**config.mk**
```make
export PLATFORM = sky130hd
export DESIGN_NAME = bifid_cipher_engine
export DESIGN_NICKNAME = d
export VERILOG_FILES = /design/src/design/bce_pkg.sv /design/src/design/bce_ram.sv /design/src/design/bce_locate.sv /design/src/design/bifid_cipher_engine.sv
export SDC_FILE = /design/constraint.sdc
export NUM_CORES = 1
export LEC_CHECK = 0
export ABC_CLOCK_PERIOD_IN_PS = 4900
export BUFFER_PORTS_ARGS = -buffer_cell sky130_fd_sc_hd__buf_2
export CORE_MARGIN = 2
export CORE_UTILIZATION = 50
export CTS_BUF_LIST = sky130_fd_sc_hd__clkbuf_4 sky130_fd_sc_hd__clkbuf_8
export DETAILED_ROUTE_END_ITERATION = 8
export PLACE_DENSITY = 0.76
export SYNTH_ARGS = -nofsm -noshare
export SYNTH_HDL_FRONTEND = slang
export SYNTH_SLANG_ARGS = --single-unit
```
**constraint.sdc**
```tcl
create_clock -name clk_i -period 4.9 [get_ports clk_i]
set_clock_uncertainty 0.15 [all_clocks]
set_input_delay 0.245 -clock clk_i [delete_from_list [all_inputs] [get_ports clk_i]]
set_output_delay 0.245 -clock clk_i [all_outputs]
set_load 0.01 [all_outputs]
```
**src/design/bce_pkg.sv**
```systemverilog
`default_nettype none

package bce_pkg;

  // Configuration register indexes on the write port.
  typedef enum logic [2:0] {
    CFG_DIRECTION = 3'd0,
    CFG_PERIOD    = 3'd1,
    CFG_ROW0      = 3'd2,
    CFG_ROW1      = 3'd3,
    CFG_ROW2      = 3'd4,
    CFG_ROW3      = 3'd5,
    CFG_ROW4      = 3'd6
  } cfg_idx_e;

  localparam int unsigned CfgIdxW  = 3;
  localparam int unsigned CfgDataW = 40;
  localparam int unsigned CharW    = 8;
  localparam int unsigned CoordW   = 3;
  localparam int unsigned PeriodW  = 5;
  localparam int unsigned SquareN  = 5;

  typedef logic [CfgDataW-1:0]             row_t;
  typedef logic [SquareN-1:0][CfgDataW-1:0] square_t;

  // Reset square: ABCDE / FGHIK / LMNOP / QRSTU / VWXYZ, column 0 in the low byte.
  localparam row_t RowReset0 = 40'h45_44_43_42_41;
  localparam row_t RowReset1 = 40'h4B_49_48_47_46;
  localparam row_t RowReset2 = 40'h50_4F_4E_4D_4C;
  localparam row_t RowReset3 = 40'h55_54_53_52_51;
  localparam row_t RowReset4 = 40'h5A_59_58_57_56;

  localparam logic [CharW-1:0] CharLowerA = 8'h61;
  localparam logic [CharW-1:0] CharLowerZ = 8'h7A;
  localparam logic [CharW-1:0] CaseOffset = 8'h20;
  localparam logic [CharW-1:0] CharUpperJ = 8'h4A;
  localparam logic [CharW-1:0] CharUpperI = 8'h49;

  // Letter at (row, column) of the square. Coordinates are always 0..4.
  function automatic logic [CharW-1:0] letter_at(input square_t sq,
                                                 input logic [CoordW-1:0] r,
                                                 input logic [CoordW-1:0] c);
    row_t             row;
    logic [CharW-1:0] ch;
    case (r)
      3'd0:    row = sq[0];
      3'd1:    row = sq[1];
      3'd2:    row = sq[2];
      3'd3:    row = sq[3];
      default: row = sq[4];
    endcase
    case (c)
      3'd0:    ch = row[7:0];
      3'd1:    ch = row[15:8];
      3'd2:    ch = row[23:16];
      3'd3:    ch = row[31:24];
      default: ch = row[39:32];
    endcase
    return ch;
  endfunction

endpackage

`default_nettype wire

```
**src/design/bce_ram.sv**
```systemverilog
`default_nettype none

module bce_ram #(
  parameter int unsigned WIDTH = 3,
  parameter int unsigned DEPTH = 16,
  localparam int unsigned AW   = (DEPTH > 1) ? $clog2(DEPTH) : 1
) (
  input  wire logic             clk_i,
  input  wire logic             we_i,
  input  wire logic [AW-1:0]    waddr_i,
  input  wire logic [WIDTH-1:0] wdata_i,
  input  wire logic [AW-1:0]    raddr_i,
  output logic      [WIDTH-1:0] rdata_o
);

  logic [WIDTH-1:0] mem_q [DEPTH];
  logic [WIDTH-1:0] rdata_q;

  always_ff @(posedge clk_i) begin
    if (we_i) begin
      mem_q[waddr_i] <= wdata_i;
    end
    rdata_q <= mem_q[raddr_i];
  end

  assign rdata_o = rdata_q;

endmodule

`default_nettype wire

```
**src/design/bce_locate.sv**
```systemverilog
`default_nettype none

// Folds the character to upper case, maps J to I and finds its first
// position in the square in row-major order.
module bce_locate (
  input  wire logic [bce_pkg::CharW-1:0]  char_i,
  input  wire bce_pkg::square_t           square_i,
  output logic                            hit_o,
  output logic      [bce_pkg::CoordW-1:0] row_o,
  output logic      [bce_pkg::CoordW-1:0] col_o
);

  logic [bce_pkg::CharW-1:0] ch;

  always_comb begin
    ch = char_i;
    if (ch >= bce_pkg::CharLowerA && ch <= bce_pkg::CharLowerZ) begin
      ch = ch - bce_pkg::CaseOffset;
    end
    if (ch == bce_pkg::CharUpperJ) begin
      ch = bce_pkg::CharUpperI;
    end
  end

  // Scan from the last cell down so that the earliest match wins.
  always_comb begin
    hit_o = 1'b0;
    row_o = '0;
    col_o = '0;
    for (int i = bce_pkg::SquareN - 1; i >= 0; i--) begin
      for (int j = bce_pkg::SquareN - 1; j >= 0; j--) begin
        if (square_i[i][8*j +: 8] == ch) begin
          hit_o = 1'b1;
          row_o = 3'(i);
          col_o = 3'(j);
        end
      end
    end
  end

endmodule

`default_nettype wire

```
**src/design/bifid_cipher_engine.sv**
```systemverilog
`default_nettype none

// Periodic Bifid cipher engine over a loaded 5x5 square.
// Input channel: one character per transaction (char_in_i, end_of_message_i),
// qualified by in_valid_i and held off by in_stall_o. Output channel: one
// cipher character per transaction with block_last_o and message_last_o,
// qualified by out_valid_o and held off by out_stall_i.
// A character not found in the square is dropped. A kept character is stored
// as its row and column. When the block reaches the period, or end of message
// is flagged on a non-empty block, the block is emitted and in_stall_o stays
// high until its last character has been loaded into the output register.
// Each emitted character passes through the states S_RA, S_RB and S_RC on
// the shared coordinate read port: S_RA reads the first coordinate, S_RB
// takes it and reads the second, and S_RC loads the output. A stalled output
// simply holds the sequencer in its load step; nothing is lost.
// Reset clears the fill count, the sequencer and the output valid, and
// restores direction encrypt, period 5 and the square ABCDE..VWXYZ.
// Configuration is written through cfg_we_i/cfg_idx_i/cfg_data_i; the user
// must write it only while idle, as the block has no guard for this.
module bifid_cipher_engine #(
  parameter int unsigned MAX_PERIOD = 16
) (
  input  wire logic                             clk_i,
  input  wire logic                             rst_ni,
  input  wire logic                             in_valid_i,
  output logic                                  in_stall_o,
  input  wire logic [bce_pkg::CharW-1:0]        char_in_i,
  input  wire logic                             end_of_message_i,
  output logic                                  out_valid_o,
  input  wire logic                             out_stall_i,
  output logic      [bce_pkg::CharW-1:0]        char_out_o,
  output logic                                  block_last_o,
  output logic                                  message_last_o,
  input  wire logic                             cfg_we_i,
  input  wire logic [bce_pkg::CfgIdxW-1:0]      cfg_idx_i,
  input  wire logic [bce_pkg::CfgDataW-1:0]     cfg_data_i
);

  // Rows and columns live in two stores indexed by character position.
  localparam int unsigned AW = (MAX_PERIOD > 1) ? $clog2(MAX_PERIOD) : 1;
  localparam int unsigned CW = $clog2(MAX_PERIOD + 1);
  localparam int unsigned JW = $clog2(2 * MAX_PERIOD) + 1;
  localparam logic [CW-1:0] MaxC = CW'(MAX_PERIOD);

  typedef enum logic [3:0] {
    S_IDLE = 4'b0001,
    S_RA   = 4'b0010,
    S_RB   = 4'b0100,
    S_RC   = 4'b1000
  } state_e;

  state_e state_q, state_d;
  logic [CW-1:0] fill_q, fill_d;
  logic [CW-1:0] n_q, n_d;
  logic [CW-1:0] k_q, k_d;
  logic          eom_q, eom_d;
  logic          dir_q;
  logic [bce_pkg::PeriodW-1:0] period_q;
  bce_pkg::square_t sq_q;
  logic [bce_pkg::CoordW-1:0] r_q, r_d;
  logic          rd_sel_q;

  logic                       out_valid_q, out_valid_d;
  logic [bce_pkg::CharW-1:0]  char_out_q, char_out_d;
  logic                       block_last_q, block_last_d;
  logic                       message_last_q, message_last_d;

  // Configuration registers.
  always_ff @(posedge clk_i or negedge rst_ni) begin
    if (!rst_ni) begin
      dir_q    <= 1'b0;
      period_q <= 5'd5;
      sq_q     <= {bce_pkg::RowReset4, bce_pkg::RowReset3, bce_pkg::RowReset2,
                   bce_pkg::RowReset1, bce_pkg::RowReset0};
    end else if (cfg_we_i) begin
      case (bce_pkg::cfg_idx_e'(cfg_idx_i))
        bce_pkg::CFG_DIRECTION: dir_q    <= cfg_data_i[0];
        bce_pkg::CFG_PERIOD:    period_q <= cfg_data_i[bce_pkg::PeriodW-1:0];
        bce_pkg::CFG_ROW0:      sq_q[0]  <= cfg_data_i;
        bce_pkg::CFG_ROW1:      sq_q[1]  <= cfg_data_i;
        bce_pkg::CFG_ROW2:      sq_q[2]  <= cfg_data_i;
        bce_pkg::CFG_ROW3:      sq_q[3]  <= cfg_data_i;
        bce_pkg::CFG_ROW4:      sq_q[4]  <= cfg_data_i;
        default: ;
      endcase
    end
  end

  // Square lookup of the incoming character.
  logic                       hit;
  logic [bce_pkg::CoordW-1:0] hit_row, hit_col;

  bce_locate u_locate (
    .char_i   (char_in_i),
    .square_i (sq_q),
    .hit_o    (hit),
    .row_o    (hit_row),
    .col_o    (hit_col)
  );

  logic in_fire, keep, full, emit;
  logic [CW-1:0] fill_new, eff_period;

  assign in_stall_o = (state_q != S_IDLE);
  assign in_fire    = in_valid_i && !in_stall_o;
  assign keep       = hit && (fill_q < MaxC);
  assign fill_new   = fill_q + CW'(keep);

  // A period of zero acts as one, and any value above the maximum as the
  // maximum.
  always_comb begin
    if (period_q == '0) begin
      eff_period = CW'(1);
    end else if ({1'b0, period_q} > 6'(MAX_PERIOD)) begin
      eff_period = MaxC;
    end else begin
      eff_period = CW'(period_q);
    end
  end

  assign full = keep && (fill_new >= eff_period);
  assign emit = full || (end_of_message_i && (fill_new != '0));

  // Read address for the coordinate in the current phase. Phase 0 fetches the
  // row of the output letter, phase 1 its column.
  logic            phase, rd_sel;
  logic [JW-1:0]   j, kx, nx;
  logic [AW-1:0]   rd_addr;
  logic [bce_pkg::CoordW-1:0] row_rd, col_rd, coord;

  assign phase = (state_q == S_RB) || (state_q == S_RC);
  assign kx    = JW'(k_q);
  assign nx    = JW'(n_q);

  always_comb begin
    if (dir_q) begin
      // Decryption: rows are the first half of the interleaved sequence.
      j       = phase ? (nx + kx) : kx;
      rd_sel  = j[0];
      rd_addr = AW'(j >> 1);
    end else begin
      // Encryption: all rows, then all columns, read in pairs.
      j       = (kx << 1) + JW'(phase);
      rd_sel  = (j >= nx);
      rd_addr = rd_sel ? AW'(j - nx) : AW'(j);
    end
  end

  bce_ram #(.WIDTH(bce_pkg::CoordW), .DEPTH(MAX_PERIOD)) u_row_ram (
    .clk_i   (clk_i),
    .we_i    (in_fire && keep),
    .waddr_i (fill_q[AW-1:0]),
    .wdata_i (hit_row),
    .raddr_i (rd_addr),
    .rdata_o (row_rd)
  );

  bce_ram #(.WIDTH(bce_pkg::CoordW), .DEPTH(MAX_PERIOD)) u_col_ram (
    .clk_i   (clk_i),
    .we_i    (in_fire && keep),
    .waddr_i (fill_q[AW-1:0]),
    .wdata_i (hit_col),
    .raddr_i (rd_addr),
    .rdata_o (col_rd)
  );

  always_ff @(posedge clk_i) begin
    rd_sel_q <= rd_sel;
    r_q      <= r_d;
  end

  assign coord = rd_sel_q ? col_rd : row_rd;

  // Sequencer.
  logic out_free, last_k;

  assign out_free = !out_valid_q || !out_stall_i;
  assign last_k   = (k_q == n_q - CW'(1));

  always_comb begin
    state_d        = state_q;
    fill_d         = fill_q;
    n_d            = n_q;
    k_d            = k_q;
    eom_d          = eom_q;
    r_d            = r_q;
    out_valid_d    = out_valid_q && out_stall_i;
    char_out_d     = char_out_q;
    block_last_d   = block_last_q;
    message_last_d = message_last_q;
    case (state_q)
      S_IDLE: begin
        if (in_fire) begin
          if (emit) begin
            n_d     = fill_new;
            k_d     = '0;
            eom_d   = end_of_message_i;
            fill_d  = '0;
            state_d = S_RA;
          end else begin
            fill_d = fill_new;
          end
        end
      end
      S_RA: begin
        state_d = S_RB;
      end
      S_RB: begin
        r_d     = coord;
        state_d = S_RC;
      end
      S_RC: begin
        if (out_free) begin
          out_valid_d    = 1'b1;
          char_out_d     = bce_pkg::letter_at(sq_q, r_q, coord);
          block_last_d   = last_k;
          message_last_d = last_k && eom_q;
          if (last_k) begin
            state_d = S_IDLE;
          end else begin
            k_d     = k_q + CW'(1);
            state_d = S_RA;
          end
        end
      end
      default: state_d = S_IDLE;
    endcase
  end

  always_ff @(posedge clk_i or negedge rst_ni) begin
    if (!rst_ni) begin
      state_q     <= S_IDLE;
      fill_q      <= '0;
      n_q         <= '0;
      k_q         <= '0;
      eom_q       <= 1'b0;
      out_valid_q <= 1'b0;
    end else begin
      state_q     <= state_d;
      fill_q      <= fill_d;
      n_q         <= n_d;
      k_q         <= k_d;
      eom_q       <= eom_d;
      out_valid_q <= out_valid_d;
    end
  end

  always_ff @(posedge clk_i) begin
    char_out_q     <= char_out_d;
    block_last_q   <= block_last_d;
    message_last_q <= message_last_d;
  end

  assign out_valid_o    = out_valid_q;
  assign char_out_o     = char_out_q;
  assign block_last_o   = block_last_q;
  assign message_last_o = message_last_q;

endmodule

`default_nettype wire

```
# Yosys cells after proc, flatten, opt, wreduce, memory -nomap -nowiden
# Memory sizes are Yosys's and may differ from the RTL's. A register that Yosys moved wholly into a read port is not among the register bits.
# Index checks and enable logic that the tools add are counted.
# classes
add_sub_neg	7
mul	0
div	0
magnitude_cmp	6
n_eq_ne	48
shifts	0
n_mux	100
bitwise_logic	0
n_reduce_logical	32
# op_table
op	count
$eq 8x8->1	25
$pmux 40 s4	1
$mux 3	50
$mux 5	8
$pmux 8 s4	1
$mux 1	30
$mux 4	5
$eq 3x2->1 const B	6
$reduce_and 2->1	9
$mux 8	2
$pmux 4 s4	1
$pmux 5 s2	1
$eq 3x1->1 const B	3
$eq 3x3->1 const B	3
$logic_not 3->1	3
$eq 8x7->1 const B	1
$ge 8x7->1 const B	1
$le 8x7->1 const B	1
$logic_and 1x1->1	8
$ne 2x2->1 const B	4
$sub 8x6->8 const B	1
$add 6x1->6	1
$ge 6x5->1	1
$reduce_and 3->1	2
21 further kinds	25
# word_totals
ff_bits	241
latchBits	0
ram_bits	96
romBits	0
in_bits	57
output_inout_bits	12
wordCells	213
n_memories	2
# mem_list
name	words	width	read_ports	rd_clocked_by_memory_dff	write_ports	line	source
u_col_ram.mem_q	16	3	1	1	1	bce_ram.sv:16	logic [WIDTH-1:0] mem_q [DEPTH];
u_row_ram.mem_q	16	3	1	1	1	bce_ram.sv:16	

# Longest topological paths before layout
# Gate-level depths: netlist (run 1).
# depth
depth_word	39
mapped_depth	28
mapped_depth_nobuf	22

# Modules after synthesis
# A second synthesis (run 1) with hierarchy kept.
# hier_totals
hier_cells	1616
hier_area_um2	19722.7
# modules_own_cells
mod	instances	cells_per_inst	area_per_inst_um2	seq_area_each_um2
bifid_cipher_engine	1	827	11564.8	6198.4
bce_locate	1	583	4134.0	0.0
bce_ram	2	103	2011.9	1501.4

# Worst setup path before layout (run 1)
# OpenSTA, ideal clock, no wires.
# synth_timing
path_type	input -> register
start	input char_in_i[6] (netlist name)
end	register eom_q
setup_ns	0.125
arrival_ns	5.201
required_ns	4.625
setup_slack_ns	-0.576
cell_stages	26
n_path_buf	5
cell_sequence	buf_2 -> clkinv_1 -> clkbuf_1 -> ha_1 -> clkbuf_1 -> o21ai_1 -> nand4b_1 -> nor2_1 -> buf_4 -> mux2i_1 -> and4_1 -> nor4b_1 -> and4b_4 -> a31oi_1 -> ha_1 -> ha_1 -> xor2_1 -> ha_1 -> nor2b_1 -> o21ai_0 -> nand2b_1 -> a21oi_1 -> a311oi_4 -> o21a_1 -> buf_6 -> mux2_4
# synth_via
elab_chain_len	37
word_cells_on_any_way	65
classes_between	add/sub (2); order compare (3); eq/ne (26); mux (27); reduce/logical (7)
# synth_rtl
item	line	source
start: declaration	bifid_cipher_engine.sv:27	input wire logic [bce_pkg::CharW-1:0] char_in_i,
$ge 8x7->1 or $le 8x7->1 (tied branches)	bce_locate.sv:17	if (ch >= bce_pkg::CharLowerA && ch <= bce_pkg::CharLowerZ) begin
$logic_and 1x1->1	bce_locate.sv:17	
$mux 8 *	bce_locate.sv:17	
$eq 8x7->1	bce_locate.sv:20	if (ch == bce_pkg::CharUpperJ) begin
$mux 8 *	bce_locate.sv:20	
$eq 8x8->1	bce_locate.sv:32	if (square_i[i][8*j +: 8] == ch) begin
$mux 1 (24 in series)	bce_locate.sv:32	
$mux 1 *	bce_locate.sv:32	
$logic_and 1x1->1 *	bifid_cipher_engine.sv:106	assign keep = hit && (fill_q < MaxC);
$add 5x1->5 *	bifid_cipher_engine.sv:107	assign fill_new = fill_q + CW'(keep);
via fill_new[2]	bifid_cipher_engine.sv:102	logic [CW-1:0] fill_new, eff_period;
$ge 5x5->1 or $reduce_bool 5->1 (tied branches)	bifid_cipher_engine.sv:121, bifid_cipher_engine.sv:122	
$logic_and 1x1->1, on equally long branches	bifid_cipher_engine.sv:121, bifid_cipher_engine.sv:122	
$logic_or 1x1->1 *	bifid_cipher_engine.sv:122	assign emit = full || (end_of_message_i && (fill_new != '0));
$reduce_and 3->1 (no source line) *	-	
end signal: assignment	bifid_cipher_engine.sv:243	eom_q <= eom_d;
end: declaration	bifid_cipher_engine.sv:56	logic eom_q, eom_d;
# The timed path passes the listed nets; every way through them passes the cells marked *.
# A chain may end at the register's enable or synchronous reset.

# Worst setup path in the final report (run 1)
# layout_timing
start	register sq_q[30] (netlist name)
end	register n_q[3]
# layout_via
elab_chain_len	11
word_cells_on_any_way	13
classes_between	add/sub (1); order compare (1); eq/ne (1); mux (4); reduce/logical (6)
# layout_rtl
item	line	source
start: declaration	bifid_cipher_engine.sv:59	bce_pkg::square_t sq_q;
start signal: assignment	bifid_cipher_engine.sv:73	sq_q <= {bce_pkg::RowReset4, bce_pkg::RowReset3, bce_pkg::RowReset2,
$eq 8x8->1 *	bce_locate.sv:32	
$mux 1 * (4 in series)	bce_locate.sv:32	
$logic_and 1x1->1 *	bifid_cipher_engine.sv:106	
$add 5x1->5 *	bifid_cipher_engine.sv:107	
via fill_new[4]	bifid_cipher_engine.sv:102	
$ge 5x5->1 or $reduce_bool 5->1 (tied branches)	bifid_cipher_engine.sv:121, bifid_cipher_engine.sv:122	
$logic_and 1x1->1, on equally long branches	bifid_cipher_engine.sv:121, bifid_cipher_engine.sv:122	
$logic_or 1x1->1 *	bifid_cipher_engine.sv:122	
$reduce_and 3->1 (no source line) *	-	
end signal: assignment	bifid_cipher_engine.sv:241	n_q <= n_d;
end: declaration	bifid_cipher_engine.sv:54	logic [CW-1:0] n_q, n_d;
# Marked as above.

==> results.py, run 1 <==
metrics = {
    "timing": {
        "period_needed_ns": 4.63,
        "max_freq_mhz": 216,
        "slew_violations": 0,
        "setup_viol": 0,
        "hold_violations": 0,
        "slew_headroom": 0.217,
        "rsz0062_at_grt": "false",
        "finalCritPeriodShare": 0.945,
        "setup_tns_ns": 0,
        "tightest_slew_ns": 1.17,
        "worst_slack_ns": 0.268,
    },
    "grt": {
        "grt_overflow": 0,
        "first_global_vias": 14700,
        "gr-usage-all-layers": 0.279,
        "grt_pass1_wl_microns": 86600,
        "antenna_found_initial": 0,
        "grt_max_degree": 113,
    },
    "synthesis": {
        "avgSynthCellArea_sq_um": 12.7,
        "synthFlopType": "dfrtp_1",
        "synth_fp_nets": 1604,
        "syn_inst": 1526,
        "ys_ff_latch": 343,
        "yosys.cell_types.count": 96,
        "synth_area_leaders": "dfrtp_1, edfxtp_1, mux2_2",
        "async_flop_share": 0.662,
        "netlist_area_sq_um": 19400,
        "yosys.area.top_type": "dfrtp_1",
        "yosysTopAreaCellShare": 0.182,
        "yosysSeqAreaShare": 0.474,
        "ys.warnings.count": 0,
        "synth_edf_count": 109,
    },
    "cts": {
        "clkSinkCount": 343,
        "tritoncts": "built",
        "clkSlewWorstSetupHoldPaths_ns": 0.07,
        "clockBufferDepth": 3,
        "cts_buffers": 56,
        "htreeDepth": 2,
        "root_buffer": "clkbuf_8",
        "insertion_delay_ns": 0.68,
    },
    "worst_setup_path": {
        "cp-endpoint": "n_q[3]",
        "path_class": "reg -> reg",
        "crit_path_end_kind": "flop",
        "ff2ff_setup_slack_ns": 0.27,
        "critPathMaxFanout": 7,
        "cpMaxStageDelayCell": "dfstp_2",
        "path_cells": "xor2_1 -> o22ai_1 -> nand4_1 -> or4_1 -> nor4_2 -> nor4_2 -> nor4b_4 -> a31oi_1 -> ha_2 -> ha_4 -> buf_4 -> nand3_1 -> xnor2_1 -> ha_1 -> a21oi_2 -> a311oi_4 -> o21a_1 -> mux2_4",
        "start_kind": "flop",
        "crit_top_cell": "nor4_2",
        "critPathArrivalTime_ns": 5.05,
        "required_ns": 5.32,
        "r2r_end": "n_q[3]",
        "reg2reg_depth": 18,
        "slowest_delay_ns": 0.62,
        "startpoint": "sq_q[30]",
        "rr_startpoint": "sq_q[30]",
    },
    "floorplan": {
        "fp.coreArea_sq_um": 38500,
        "die_h_microns": 201,
        "die_w_microns": 201,
        "placementRows": 72,
        "ioPinCount": 69,
        "die-area_sq_um": 40400,
        "start_util": 0.505,
    },
    "drt": {
        "ant_nets": 0,
        "drt_iter0_markers": 1420,
        "drc": 0,
        "wl_microns": 56000,
        "wl_per_cell_microns": 23.9,
        "via_count": 14400,
        "drt-vias-per-instance": 6.16,
        "drt-pass1-iter-count": 6,
    },
    "power_and_ir_drop": {
        "power.leakage_nw": 9.30,
        "total_power_mw": 10.3,
        "internal_power_mw": 6.80,
        "clkPwrFrac": 0.259,
        "p_sw_mw": 3.51,
        "vdd_drop_max_mv": 0.304,
        "combPwrFrac": 0.335,
        "seqPwrFrac": 0.406,
        "p_sw_frac": 0.341,
        "power.density_nw_per_um2": 446,
    },
    "run_status": {
        "status": "finished, final reports clean",
    },
    "cells_and_area": {
        "insertedDiodeCount": 0,
        "layout-drive-gt1-share": 0.403,
        "area_growth_pct": 19.1,
        "fin_area_sq_um": 23100,
        "fin_cells": 2337,
        "final_nets": 1851,
        "fillers": 3066,
    },
    "placement": {
        "place_hpwl_microns": 39100,
        "post-place-cells": 2182,
        "gp_congestion": 0.996,
        "dp_slack_ns": -0.397,
        "port_buffers": 68,
        "place_area_sq_um": 21400,
    },
    "hold_path": {
        "hold_class": "in -> async",
    },
    "flow_run": {
        "maxCapViolations": 0,
    },
}
layer usage:
| layer | wire length [microns] | share of wire | track usage |
|---|---|---|---|
| met1 | 23200 | 0.41 | 0.374 |
| met2 | 25900 | 0.46 | 0.439 |
| met3 | 4640 | 0.083 | 0.0584 |
| met4 | 2210 | 0.040 | 0.123 |
| met5 | 0 | 0 | 0 |
timing repair:
item / 4_1_cts / 5_1_grt
resized for setup: 0 / 3
hold endpoints to repair: 338 / 0
endpoints found under the setup margin: 0 / 11
hold buffers: 50 / 0
setup buffers: 0 / 1
how the worst min path moves through the flow:
stage | startpoint | to | slack (ns)
floorplan | rst_ni | dir_q | -0.20
global placement | rst_ni | sq_q[11] | 0.22
detailed placement | rst_ni | sq_q[92] | 0.23
CTS | cfg_idx_i[2] | period_q[0] | 0.1
global route | rst_ni | sq_q[92] | 0.15
finish | rst_ni | sq_q[92] | 0.08
cell usage in the layout, fill, tap and decap left out, types with 53 or more instances in the layout:
cell type and instances:
mux2_2 207, buf_4 149, dfrtp_1 141, edfxtp_1 109
dfstp_2 86, xor2_1 83, xnor2_1 79, mux2i_1 72
buf_2 67, mux4_2 64, clkbuf_8 62, nand2_1 60
o22ai_1 53
state kept, by name, indices dropped and copies added, names as in the netlist:
name and flops:
sq_q 200, u_col_ram.mem_q 48, u_row_ram.mem_q 48, char_out_o 8, fill_q 5, k_q 5
n_q 5, period_q 5, state_q 4, r_q 3, u_col_ram.rdata_o 3, u_row_ram.rdata_o 3
block_last_o 1, dir_q 1, eom_q 1, message_last_o 1, out_valid_o 1, rd_sel_q 1
kinds of logic (layout without fill, tap and decap cells):
| logic type | after synthesis | in the layout | synth area share |
|---|---|---|---|
| multiplexers | 351 | 351 | 0.237 |
| XOR/XNOR | 163 | 163 | 0.0735 |
| AND/OR/NAND/NOR | 288 | 288 | 0.0873 |
| flip-flops | 343 | 343 | 0.474 |
| AO/OA/AOI/OAI | 229 | 229 | 0.0845 |
| adder cells (fa/ha/maj) | 21 | 21 | 0.0143 |
| buffers and inverters | 131 | 424 | 0.0294 |
critical path, delay by kind of cell (launching register included):
family,cells,cell delay (ns)
mux,1,0.33
xor+xnor,2,0.26
simple gates,6,1.29
compound gates,5,1.04
flops,1,0.62
buf+inv,1,0.11
fa+ha+maj,3,0.68
cell usage after synthesis (7+ instances only):
master	count
mux2_2	207
dfrtp_1	141
edfxtp_1	109
dfstp_2	86
xor2_1	84
xnor2_1	79
mux2i_1	72
mux4_2	64
nand2_1	60
o22ai_1	54
nor2_1	53
inv_1	41
a21oi_1	33
nand4_1	33
a221oi_1	30
clkbuf_1	30
buf_2	28
o21ai_0	28
nand2b_1	24
buf_1	22
nor3_1	22
ha_1	19
nand3_1	13
o221ai_1	13
a21o_1	10
and3_1	7
dfxtp_1	7
nand3b_1	7
nor2b_1	7
o21ai_1	7
power by group through the flow:
stage | clock [mW] | combinational [mW] | sequential (mW)
finish | 2.67 | 3.46 | 4.18
global route | 2.84 | 3.70 | 4.24
CTS | 2.72 | 3.43 | 4.16
detailed placement | 0 | 3.38 | 4.21
global placement | 0 | 3.29 | 4.18
floorplan | 0 | 2.40 | 3.98
layout make-up:
class | count | area, sq um | area share
Clock buffer | 81 | 996 | 0.0431
Clock inverter | 23 | 204 | 0.00882
Inverter | 44 | 180 | 0.00779
Multi-Input combinational cell | 1052 | 9750 | 0.422
Sequential cell | 343 | 9200 | 0.398
Tap cell | 518 | 648 | 0.0280
Timing Repair Buffer | 276 | 2150 | 0.0929
stage by stage:
| stage | hold WS [ns] | utilization |
|---|---|---|
| 2_1_floorplan | -0.201 | - |
| 3_3_place_gp | 0.222 | 0.557 |
| 3_5_place_dp | 0.228 | 0.557 |
| 4_1_cts | 0.0972 | 0.601 |
| 5_1_grt | 0.146 | 0.601 |
| 6_report | 0.0802 | 0.601 |
(Power assumes the default switching activity.)
==> inputs of run 2 (changes only) <==
--- a/config.mk
+++ b/config.mk
@@ -6,4 +6,5 @@
 export NUM_CORES = 1
 export LEC_CHECK = 0
+export ABC_AREA = 1
 export ABC_CLOCK_PERIOD_IN_PS = 4900
 export BUFFER_PORTS_ARGS = -buffer_cell sky130_fd_sc_hd__buf_2
==> constraint.sdc (replaced) <==
create_clock -name clk_i -period 4.9 [get_ports clk_i]
set_clock_uncertainty 0.15 [all_clocks]
set_input_delay 0 -clock clk_i [delete_from_list [all_inputs] [get_ports clk_i]]
set_output_delay 0 -clock clk_i [all_outputs]
set_load 0.01 [all_outputs]
==> run 2 against run 1 <==
Routed wire length increased by 1.1%. Non-clock buffer count decreased by 100. Sequential share of layout area increased by 3.6 points. First-iteration DRC count increased by 16%. Cell area decreased by 8.4%. Clock power increased by 7%. Final cell count increased by 19%. Area after synthesis decreased by 5.3%. Hold slack got worse by 0.036 ns. Die area decreased by 5.2%. Critical path type unchanged. Critical endpoint is now n_q[2].
==> results.py, run 2 <==
metrics = {
    "cells_and_area": {
        "top_register": "sq_q",
        "layout-drive-gt1-share": 0.158,
        "utilization": 0.582,
        "layout_commonest_cell": "nand2_1",
        "final_nets": 2350,
        "area_growth_pct": 15.3,
        "biggestRegsByFlops": "sq_q: 200 flops, u_col_ram.mem_q: 48 flops, u_row_ram.mem_q: 48 flops",
        "largest_reg_flops": 200,
        "insertedDiodeCount": 0,
        "final_cell_mix": "nand2_1, o21ai_0, inv_1",
        "fillers": 3229,
        "fin_cells": 2786,
        "fin_area_sq_um": 21200,
    },
    "timing": {
        "fin_hold_ws_ns": 0.0438,
        "finalCritPeriodShare": 0.932,
        "tightest_slew_ns": 0.870,
        "setup_viol": 0,
        "slew_violations": 0,
        "worst_slack_ns": 0.332,
        "rsz0062_at_grt": "false",
        "hold_violations": 0,
        "slew_headroom": 0.420,
        "period_needed_ns": 4.57,
        "max_freq_mhz": 219,
        "setup_tns_ns": 0,
    },
    "worst_setup_path": {
        "reg2reg_depth": 24,
        "critPathArrivalTime_ns": 4.94,
        "required_ns": 5.27,
        "crit_path_end_kind": "flop",
        "startpoint": "sq_q[91]",
        "start_kind": "flop",
        "path_class": "reg -> reg",
        "r2r_end": "n_q[2]",
        "rr_startpoint": "sq_q[91]",
        "critPathMaxFanout": 12,
        "cp-endpoint": "n_q[2]",
        "ff2ff_setup_slack_ns": 0.33,
    },
    "grt": {
        "antenna_found_initial": 1,
        "first_global_vias": 15600,
        "grt_max_degree": 125,
        "gr-usage-all-layers": 0.300,
        "grt_pass1_wl_microns": 88900,
        "grt_overflow": 0,
    },
    "floorplan": {
        "fp.coreArea_sq_um": 36400,
        "placementRows": 70,
        "die_h_microns": 196,
        "die-area_sq_um": 38300,
        "die_w_microns": 196,
        "ioPinCount": 69,
        "start_util": 0.505,
    },
    "placement": {
        "dp_slack_ns": 0.0281,
        "place_hpwl_microns": 38500,
        "port_buffers": 68,
        "gp_congestion": 1.02,
        "post-place-cells": 2630,
        "place_area_sq_um": 19400,
    },
    "synthesis": {
        "yosysTopAreaCellShare": 0.192,
        "yosys.area.top_type": "dfrtp_1",
        "synth_fp_nets": 2221,
        "synth_edf_count": 109,
        "yosys.cell_types.count": 65,
        "syn_inst": 2143,
        "async_flop_share": 0.662,
        "avgSynthCellArea_sq_um": 8.58,
        "netlist_area_sq_um": 18400,
        "netlist_top_cells_count": "nand2_1, o21ai_0, inv_1",
        "yosysSeqAreaShare": 0.500,
        "synth_area_leaders": "dfrtp_1, edfxtp_1, dfstp_2",
        "synthFlopType": "dfrtp_1",
        "ys.warnings.count": 0,
        "ys_ff_latch": 343,
        "synth.most_common_cell": "nand2_1",
    },
    "drt": {
        "wl_per_cell_microns": 20.3,
        "via_count": 16000,
        "ant_nets": 0,
        "drc": 0,
        "wl_microns": 56600,
        "drt-vias-per-instance": 5.75,
        "drt-pass1-iter-count": 6,
        "drt_iter0_markers": 1648,
    },
    "cts": {
        "htreeDepth": 2,
        "tritoncts": "built",
        "cts_resized": 0,
        "root_buffer": "clkbuf_8",
        "cts_buffers": 56,
        "clkSlewWorstSetupHoldPaths_ns": 0.06,
        "clockBufferDepth": 3,
        "insertion_delay_ns": 0.66,
        "clkSinkCount": 343,
    },
    "power_and_ir_drop": {
        "power.leakage_nw": 9.33,
        "total_power_mw": 9.65,
        "vdd_drop_max_mv": 0.287,
        "power.density_nw_per_um2": 455,
    },
    "run_status": {
        "status": "finished, final reports clean",
    },
    "hold_path": {
        "hold_class": "in -> reg",
    },
    "flow_run": {
        "maxCapViolations": 0,
    },
}
[run 2: final cells by class]
| type | instances | area, sq um | share of cell area |
|---|---|---|---|
| Sequential cell | 343 | 9200 | 0.434 |
| Multi-Input combinational cell | 1465 | 7870 | 0.372 |
| Timing Repair Buffer | 176 | 1370 | 0.0647 |
| Clock buffer | 83 | 1070 | 0.0507 |
| Inverter | 230 | 863 | 0.0407 |
| Tap cell | 468 | 586 | 0.0276 |
| Clock inverter | 21 | 224 | 0.0106 |
[run 2: how the worst min path moves through the flow]
stage | end | depth (start not counted) | start
after floorplan | dir_q | 0 | rst_ni
after global placement | sq_q[92] | 1 | rst_ni
after detailed placement | sq_q[92] | 1 | rst_ni
after CTS | sq_q[102] | 4 | cfg_data_i[22]
after global routing | sq_q[63] | 4 | cfg_data_i[23]
final | sq_q[140] | 4 | cfg_data_i[20]
[run 2: critical path, cell delays in order, from the launching register on]
cell	delay, ns
dfstp_2	0.57
nor2_1	0.06
nor3_1	0.18
o21ai_0	0.12
a211oi_1	0.51
o2111ai_1	0.25
nand2_1	0.16
nor2_1	0.07
nand2_1	0.11
nor2_4	0.06
nand3_4	0.07
nand2_2	0.09
inv_1	0.08
ha_1	0.17
ha_1	0.20
nand3_1	0.11
xor2_1	0.34
ha_1	0.20
inv_1	0.04
o21bai_1	0.25
nand3_4	0.15
nand2_2	0.11
nand2_2	0.14
nor2_1	0.20
a21oi_2	0.04
[run 2: kinds of logic after synthesis]
family,count (synthesis),synth area share
fa+ha+maj,21,0.0151
simple gates,844,0.200
xor+xnor,123,0.0586
compound gates,473,0.151
buf+inv,335,0.0728
flops,343,0.500
mux,4,0.00218
[run 2: per-layer routing]
layer / part of all wire / routed length [microns] / track usage
met5: 0 / 0 / 0
met4: 0.041 / 2300 / 0.122
met3: 0.085 / 4820 / 0.0574
met2: 0.46 / 26300 / 0.493
met1: 0.41 / 23200 / 0.393
[run 2: where the power goes]
group | switching, mW | internal [mW] | total, mW
sequential | 0.459 | 3.53 | 3.98
clock | 1.22 | 1.63 | 2.85
combinational | 1.82 | 1.00 | 2.82
[run 2: repair_timing]
action	CTS	global route
setup buffers	0	0
endpoints found under the setup margin	0	0
endpoints found under the hold margin	501	0
hold buffers	52	0
==> inputs of run 3 (changes only) <==
CORE_ASPECT_RATIO = 0.9   (was not set)
PLACE_DENSITY = 0.69   (was 0.76)
==> run 3 against run 2 <==
Hold slack worse by 0.020 ns. Final cell count up 0.57%. Critical path type unchanged. Sequential power about the same.
==> results.py, run 3 (synthesis results as in run 2) <==
metrics = {
    "run_status": {
        "status": "finished, final reports clean",
    },
    "power_and_ir_drop": {
        "vdd_drop_max_mv": 0.243,
        "power.density_nw_per_um2": 451,
        "power.leakage_nw": 9.33,
        "total_power_mw": 9.55,
    },
    "floorplan": {
        "die-area_sq_um": 38300,
        "start_util": 0.508,
        "placementRows": 66,
        "ioPinCount": 69,
        "fp.coreArea_sq_um": 36200,
        "die_w_microns": 206,
        "die_h_microns": 186,
    },
    "hold_path": {
        "min_from": "cfg_data_i[36]",
        "hold_class": "in -> reg",
    },
    "timing": {
        "slew_headroom": 0.222,
        "setup_viol": 0,
        "max_freq_mhz": 227,
        "setup_tns_ns": 0,
        "finalCritPeriodShare": 0.899,
        "period_needed_ns": 4.41,
        "worst_slack_ns": 0.494,
        "slew_violations": 0,
        "tightest_slew_ns": 1.17,
        "hold_violations": 0,
        "fin_hold_ws_ns": 0.0236,
        "rsz0062_at_grt": "false",
    },
    "worst_setup_path": {
        "required_ns": 5.26,
        "startpoint": "sq_q[27]",
        "rr_startpoint": "sq_q[27]",
        "crit_path_end_kind": "flop",
        "start_kind": "flop",
        "path_class": "reg -> reg",
        "critPathArrivalTime_ns": 4.76,
        "ff2ff_setup_slack_ns": 0.49,
        "critPathMaxFanout": 8,
    },
    "cts": {
        "clkSlewWorstSetupHoldPaths_ns": 0.07,
        "clockBufferDepth": 3,
        "postCtsSetupRepairBufs": 0,
        "root_buffer": "clkbuf_8",
        "cts_buffers": 56,
        "htreeDepth": 2,
        "clkSinkCount": 343,
        "insertion_delay_ns": 0.67,
        "tritoncts": "built",
    },
    "cells_and_area": {
        "biggestRegsByFlops": "sq_q: 200 flops, u_col_ram.mem_q: 48 flops, u_row_ram.mem_q: 48 flops",
        "fillers": 3192,
        "fin_area_sq_um": 21200,
        "final_cell_mix": "nand2_1, o21ai_0, inv_1",
        "final_nets": 2355,
        "top_register": "sq_q",
        "area_growth_pct": 15.2,
        "largest_reg_flops": 200,
        "utilization": 0.585,
        "layout-drive-gt1-share": 0.160,
        "fin_cells": 2802,
        "layout_commonest_cell": "nand2_1",
    },
    "grt": {
        "gr-usage-all-layers": 0.311,
        "antenna_found_initial": 3,
        "grt_overflow": 0,
        "grt_pass1_wl_microns": 89500,
        "grt_max_degree": 156,
        "first_global_vias": 15100,
    },
    "drt": {
        "via_count": 16000,
        "ant_nets": 0,
        "wl_microns": 58500,
        "wl_per_cell_microns": 20.9,
        "drt_iter0_markers": 1903,
        "drc": 0,
        "drt-vias-per-instance": 5.72,
        "drt-pass1-iter-count": 8,
    },
    "flow_run": {
        "maxCapViolations": 0,
    },
    "placement": {
        "post-place-cells": 2640,
        "place_area_sq_um": 19400,
        "gp_congestion": 0.981,
        "dp_slack_ns": 0.188,
        "port_buffers": 68,
        "place_hpwl_microns": 40100,
    },
}
## run 3: what timing repair did
action | in CTS | in global routing
resized for setup | 0 | 0
hold buffers | 55 | 0
hold endpoints to repair | 476 | 0
## run 3: worst paths after layout
check,to,depth (start not counted)
setup / recovery,k_q[2],22
hold / removal,sq_q[196],4
setup reg to reg,k_q[2],22
hold reg to reg,sq_q[11],2
max in group asynchronous,sq_q[37],4
min in group asynchronous,sq_q[180],3
## run 3: worst max-delay path, cell delays in order (launching register included)
cell and delay, ns:
dfrtp_1 0.42, xnor2_1 0.47, nand3_1 0.14, a21oi_1 0.29
nand4_1 0.15, nor3_1 0.33, nor2_2 0.10, nand3_2 0.14
nor2_4 0.05, nand3_4 0.08, nand2_2 0.05, inv_1 0.06
ha_1 0.17, ha_1 0.19, nand3_1 0.10, xor2_1 0.18
buf_4 0.15, o31ai_1 0.51, nand3_2 0.20, nand4_4 0.16
inv_2 0.08, nand2_1 0.06, nand2_1 0.05
## run 3: area by class of cell
type | instances | area [sq um] | share of cell area
Clock inverter | 14 | 106 | 0.00502
Multi-Input combinational cell | 1465 | 7870 | 0.372
Sequential cell | 343 | 9200 | 0.435
Antenna cell | 1 | 2.50 | 0.000118
Tap cell | 476 | 596 | 0.0281
Timing Repair Buffer | 181 | 1390 | 0.0657
Inverter | 230 | 863 | 0.0408
Clock buffer | 92 | 1140 | 0.0539
## run 3: report_power, final
part	switching (mW)	internal, mW
clock	1.18	1.53
combinational	1.84	1.01
sequential	0.471	3.53
total	3.48	6.07
## run 3: layer usage
| layer | GRT usage | vias up | share of wire |
|---|---|---|---|
| li1 | - | 7452 | - |
| met1 | 0.435 | 7602 | 0.43 |
| met2 | 0.469 | 845 | 0.44 |
| met3 | 0.0823 | 130 | 0.11 |
| met4 | 0.105 | 2 | 0.029 |
| met5 | 0 | - | 0.00022 |
